**config.mk**
```make
export PLATFORM = sky130hd
export DESIGN_NAME = slc_cfg
export DESIGN_NICKNAME = d
export VERILOG_FILES = /design/src/sv/slc_pkg.sv /design/src/sv/slc_cfg.sv
export SDC_FILE = /design/constraint.sdc
export NUM_CORES = 1
export LEC_CHECK = 0
export ABC_AREA = 1
export BUFFER_PORTS_ARGS = -buffer_cell sky130_fd_sc_hd__buf_4
export CORE_MARGIN = 2
export CORE_UTILIZATION = 30
export CTS_BUF_LIST = sky130_fd_sc_hd__clkbuf_8
export DETAILED_ROUTE_END_ITERATION = 6
export GPL_TIMING_DRIVEN = 0
export HOLD_SLACK_MARGIN = 0.08
export PLACE_DENSITY = 0.78
export SLEW_MARGIN = 40
export SYNTH_ARGS = -nofsm -noshare
export SYNTH_HDL_FRONTEND = slang
export SYNTH_SLANG_ARGS = --single-unit
export TNS_END_PERCENT = 100
```
**constraint.sdc**
```tcl
create_clock -name clk -period 0.8 [get_ports clk]
set_input_delay 0.04 -clock clk [delete_from_list [all_inputs] [get_ports clk]]
set_output_delay 0.04 -clock clk [all_outputs]
set_load 0.05 [all_outputs]
```
**src/sv/slc_pkg.sv**
```systemverilog
// shared types, constants and helpers of the set-associative lru cache lookup
// no dependencies; compiled first

package slc_pkg;

    // build-time geometry
    localparam int WAYS       = 4;
    localparam int SETS       = 64;
    localparam int ADDR_WIDTH = 32;

    localparam int WAY_W  = (WAYS > 1) ? $clog2(WAYS) : 1;
    localparam int SET_W  = (SETS > 1) ? $clog2(SETS) : 1;
    // smallest block is 8 bytes, so at least 3 offset bits leave the tag
    localparam int TAG_W  = ADDR_WIDTH - 3;

    // field widths of the request and response
    localparam int CFG_W     = 3;
    localparam int OUT_WAY_W = 2;
    localparam int OUT_SET_W = 6;
    localparam int OUT_OFF_W = 6;
    localparam int CNT_W     = 32;

    // register port
    localparam int PADDR_W = 4;
    localparam int PDATA_W = 32;

    // field width limits
    localparam logic [CFG_W-1:0] OFFSET_MIN = 3'd3;
    localparam logic [CFG_W-1:0] OFFSET_MAX = 3'd6;
    localparam logic [CFG_W-1:0] SETBITS_MAX = 3'd6;

    typedef enum logic [1:0] {
        REG_OFFSET_BITS = 2'd0,
        REG_SET_BITS    = 2'd1,
        REG_WAYS_IN_USE = 2'd2,
        REG_UNUSED      = 2'd3
    } reg_idx_t;

    typedef enum logic {
        ST_IDLE,
        ST_LOOKUP
    } state_t;

    typedef struct packed {
        logic [CFG_W-1:0] offset_bits;
        logic [CFG_W-1:0] set_bits;
        logic [CFG_W-1:0] ways_in_use;
    } cfg_t;

    // controller to datapath commands
    typedef struct packed {
        logic load;    // latch request, start row read
        logic commit;  // update row, counters and response
    } cmd_t;

    typedef logic [WAYS-1:0][WAY_W-1:0] order_t;
    typedef logic [WAYS-1:0][TAG_W-1:0] tag_row_t;

    // one row of the set memory: tags of all ways plus recency order
    typedef struct packed {
        tag_row_t tags;
        order_t   order;
    } row_t;

    // recency order after reset: way i at position i
    function automatic order_t reset_order();
        order_t o;
        for (int i = 0; i < WAYS; i++)
        begin
            o[i] = WAY_W'(i);
        end
        return o;
    endfunction

endpackage

```
**src/sv/slc_cfg.sv**
```systemverilog
// apb-style configuration registers: offset width, set width, ways in use
// depends on slc_pkg

module slc_cfg (
    input  logic                         clk,
    input  logic                         rst_n,
    input  logic                         psel,
    input  logic                         penable,
    input  logic                         pwrite,
    input  logic [slc_pkg::PADDR_W-1:0]  paddr,
    input  logic [slc_pkg::PDATA_W-1:0]  pwdata,
    output logic [slc_pkg::PDATA_W-1:0]  prdata,
    output logic                         pready,
    output slc_pkg::cfg_t                cfg
);

    slc_pkg::cfg_t     cfg_reg;
    slc_pkg::reg_idx_t idx;
    logic              wr_en;

    assign pready = 1'b1;
    assign idx    = slc_pkg::reg_idx_t'(paddr[3:2]);
    assign wr_en  = psel && penable && pwrite;
    assign cfg    = cfg_reg;

    // register writes
    always_ff @(posedge clk or negedge rst_n)
    begin
        if (!rst_n)
        begin
            cfg_reg.offset_bits <= 3'd3;
            cfg_reg.set_bits    <= 3'd6;
            cfg_reg.ways_in_use <= 3'd4;
        end
        else if (wr_en)
        begin
            case (idx)
                slc_pkg::REG_OFFSET_BITS: cfg_reg.offset_bits <= pwdata[slc_pkg::CFG_W-1:0];
                slc_pkg::REG_SET_BITS:    cfg_reg.set_bits    <= pwdata[slc_pkg::CFG_W-1:0];
                slc_pkg::REG_WAYS_IN_USE: cfg_reg.ways_in_use <= pwdata[slc_pkg::CFG_W-1:0];
                default:                  ;
            endcase
        end
    end

    // read back
    always_comb
    begin
        case (idx)
            slc_pkg::REG_OFFSET_BITS: prdata = slc_pkg::PDATA_W'(cfg_reg.offset_bits);
            slc_pkg::REG_SET_BITS:    prdata = slc_pkg::PDATA_W'(cfg_reg.set_bits);
            slc_pkg::REG_WAYS_IN_USE: prdata = slc_pkg::PDATA_W'(cfg_reg.ways_in_use);
            default:                  prdata = '0;
        endcase
    end

endmodule

```
After elaboration in Yosys (flattened, before gate mapping)
Index checks and enable logic that the tools add are counted.

Eq/ne operators: 2. Mux-type cells: 1. Reductions and logical operators: 6.

Operator list (number): $pmux 3 s3 (1); $reduce_and 2->1 (3); $eq 2x1->1 const B (1); $eq 2x2->1 const B (1); $logic_and 1x1->1 (2); $logic_not 2->1 (1).

Flip-flop bits (word level): 9. Input bits: 41. Output and inout port bits: 42. Logic and storage cells: 12.

Longest topological paths before layout
Depth in word-level cells: 3. Mapped depth: 6. Mapped depth without buffers: 6.

Worst setup path before layout
Ideal clock, no wire load.

Path kind: reg-to-output. Start point: register cfg_reg, in the netlist cfg[4]. End point: output port prdata[1] in the netlist's numbering. Arrival time: 1167 ps. Data required time: 760 ps. Setup slack: -407 ps. Cell stages (with the launch flop): 3. Cell sequence: dfstp_2 nand2_1 nand3_1.

Cells in the longest elaborated chain, start to end: 1.

Ends and longest elaborated chain: from (decl) (line slc_cfg.sv:17) `slc_pkg::cfg_t cfg_reg;`; $pmux 3 s3 (line slc_cfg.sv:49) `case (idx)`; to (decl) (line slc_cfg.sv:12) `output logic [slc_pkg::PDATA_W-1:0] prdata,`.

Every way passes these cells.

Final worst setup path
Start point: register cfg_reg, in the netlist cfg[2]. End point: output port prdata[2] in the netlist's numbering.

Same word-level chain as after synthesis.

==> impl_results.md <==
- Status: finished, violations left
- Failing checks: negative setup slack
- Switch share: 45.4%
- Synth async-reset ratio: 100%
- Max Slew Vio Count: 0
- Overall routing resource usage: 12.8%
- Top Ports: 83
- Die width: 51.7 um
- DP HPWL: 1.24 mm
- Worst hold stages: 6
- Die area: 0.00267 sq mm
- Setup violators final: 15
- Clk pin slew, worst setup/hold paths: 0.04 ns
- Most frequent cell after synthesis: nand2_1
- Seq. cell area: 236 sq um
- CTS buffer count: 3
- CP Cell Sequence: nand2_2 > nand3_4 > buf_8
- Core area: 0.00219 sq mm
- Combinational share of power: 56.6%
- Max stage delay on crit path: 0.56 ns
- Ratio of final minimum period to clock period: 139%
- WL final: 1.68 mm
- Net Sw Power: 1.25 mW
- Crit path launch type: flip-flop
- Layout cell share with drive strength beyond 1: 48.8%
- Clock Latency Late Sink: 0.23 ns
- Dpl ws: -0.126 ns
- Starting Density: 31.2%
- R2R cell count: 4
- Area of the mapped netlist: 683 sq um
- Num rows: 17
- Nets: 202
- Final Hold Viols: 0
- # fillers: 203
- Critical Path End Type: primary output
- Pwr dens: 2210 mW/mm^2
- CTS Buffer Depth: 2
- Dpl cell area: 0.00104 sq mm
- Critical path class: reg -> out
- Post-Syn Instances: 98
- DR vias/cell: 3.66
- Gp weighted congestion: 0.844
- Post-synthesis cell type count: 8
- Flop pwr share: 25.4%
- Worst R2R End: cfg[7]
- Port Buffers: 21
- Max-cap violations: 0
- First-pass GRT wire length: 2.48 mm
- Largest area contributor in the netlist: buf_4
- Mean post-synth cell area: 6.97 sq um
- Peak VDD IR: 1.20 mV
- Reg2reg setup slack: -0.10 ns
- Final critical-path required period: 1.12 ns
- Yosys top cell area share: 33.0%
- CTS tree: done
- Area of the multi-input gates: 373 sq um
- Post-route DRC violation count: 0
- Vias in the first global route: 600
- Worst Path Required: 0.76 ns
- Die Y: 51.7 um
- Drt first pass iters: 4
- # clock sinks: 9
- CP max stage cell: dfstp_2
- Int Power: 1.51 mW
- Syn-to-layout area delta: 82.6%
- Share of the yosys chip area belonging to registers: 33.9%
- CTS Root Buffer Type: clkbuf_8
- Worst EP arrival: 1.08 ns
- Hold EP: cfg[6]
- Clk_skew: 0 ns
- Final WS setup: -0.315 ns
- DR WL/cell: 8.93 um
- Top post-synthesis cells by area: buf_4 33%, nand2_1 24%, dfstp_2 19%
- Max FFs per register: 9
- Setup tns final: -2.36 ns
- GRT overflow: 0
- Synth warn: 0
- Hold path startpoint: paddr[3]
- CP Max Fanout: 3
- Via Count: 688
- CTS H-tree lvls: 1
- Max Freq: 897 MHz
- Commonest cells post-synth: 43 x nand2_1, 30 x buf_4, 5 x dfstp_2, 5 x inv_1, 5 x nor2_1
- ANT nets after route: 0
- Power share of the clock group: 17.9%
- Pleak: 0.729 nW
- Number of synthesized flops with an enable pin: 0
- Final instance area: 0.00125 sq mm
- WHS: 0.165 ns
- Antenna Cells: 0
- Largest net degree at the start of global routing: 10
- RSZ-0062 raised after global routing: true
- Violation count after the first detailed-route iteration: 21
- Synth Flop Type: dfstp_2
- Synthesized flop and latch total: 9
- Initial antenna violation count: 0
- Worst reg2reg path startpoint: cfg[7]
- HP Class: in -> reg
-- layout by cell type (no fill, tap or decap), drive strengths merged --
cell	instances
buf	56
clkbuf	3
inv	6
nand3	4
conb	30
nor2	5
nand2	43
dlygate4sd3	4
dfrtp	4
dfstp	5
-- power by group through the flow --
stage                     Clock (mW)  Combinational (mW)  Sequential [mW]
after global routing           0.536                1.63            0.709
after detailed placement           0                1.27            0.691
after global placement             0                1.26            0.691
final                          0.495                1.56            0.701
after CTS                      0.509                1.46            0.704
after floorplan                    0               0.669             1.02
-- kinds of logic (layout without fill, tap and decap cells) --
kind of cell	Yosys count	in the layout	synth area share [%]
DFF	9	9	33.9
buffers and inverters	35	69	35.7
and+or+nand+nor	52	52	29.3
other	2	30	1.10
-- stage by stage --
step                utilization [%]  total power [mW]  cells
global route                   56.9              2.88    188
floorplan                         -              1.69    126
global placement               47.3              1.95    175
finish                         56.9              2.76    188
CTS                            54.9              2.67    185
detailed placement             47.3              1.97    175
-- how the worst max path moves through the flow --
stage | from | endpoint | slack (ns)
5_1_grt | cfg[7] | prdata[1] | -0.35
3_3_place_gp | cfg[7] | prdata[1] | -0.12
4_1_cts | cfg[6] | prdata[0] | -0.32
6_report | cfg[2] | prdata[2] | -0.32
2_1_floorplan | cfg[4] | prdata[1] | -0.20
3_5_place_dp | cfg[7] | prdata[1] | -0.13
-- worst max-delay path: cells and delay by family (launching register included) --
kind	cells	cell delay [ns]
DFF	1	0.56
buffers and inverters	1	0.14
and+or+nand+nor	2	0.15
-- repair_timing --
action,CTS,global route
setup endpoints to repair,12,14
setup buffers,2,3
hold endpoints to repair,18,0
gates resized for setup,18,6
hold buffers,4,0
pin swaps,3,2
-- layout make-up --
type	instances	area share, %
Buffer	30	18.1
Clock buffer	3	3.31
Clock inverter	1	0.301
Inverter	5	1.50
Multi-Input combinational cell	82	29.9
Sequential cell	9	19.0
Tap cell	28	2.81
Timing Repair Buffer	30	25.2
-- routing by layer --
layer  up-vias  global-route usage [%]  routed length, um
met1       293                    14.4                631
li1        356                       -                  -
met3         2                    4.02                144
met2        37                    22.9                888
met4         0                    3.95                 13
met5         -                       0                  0
(Power assumes the default switching activity.)
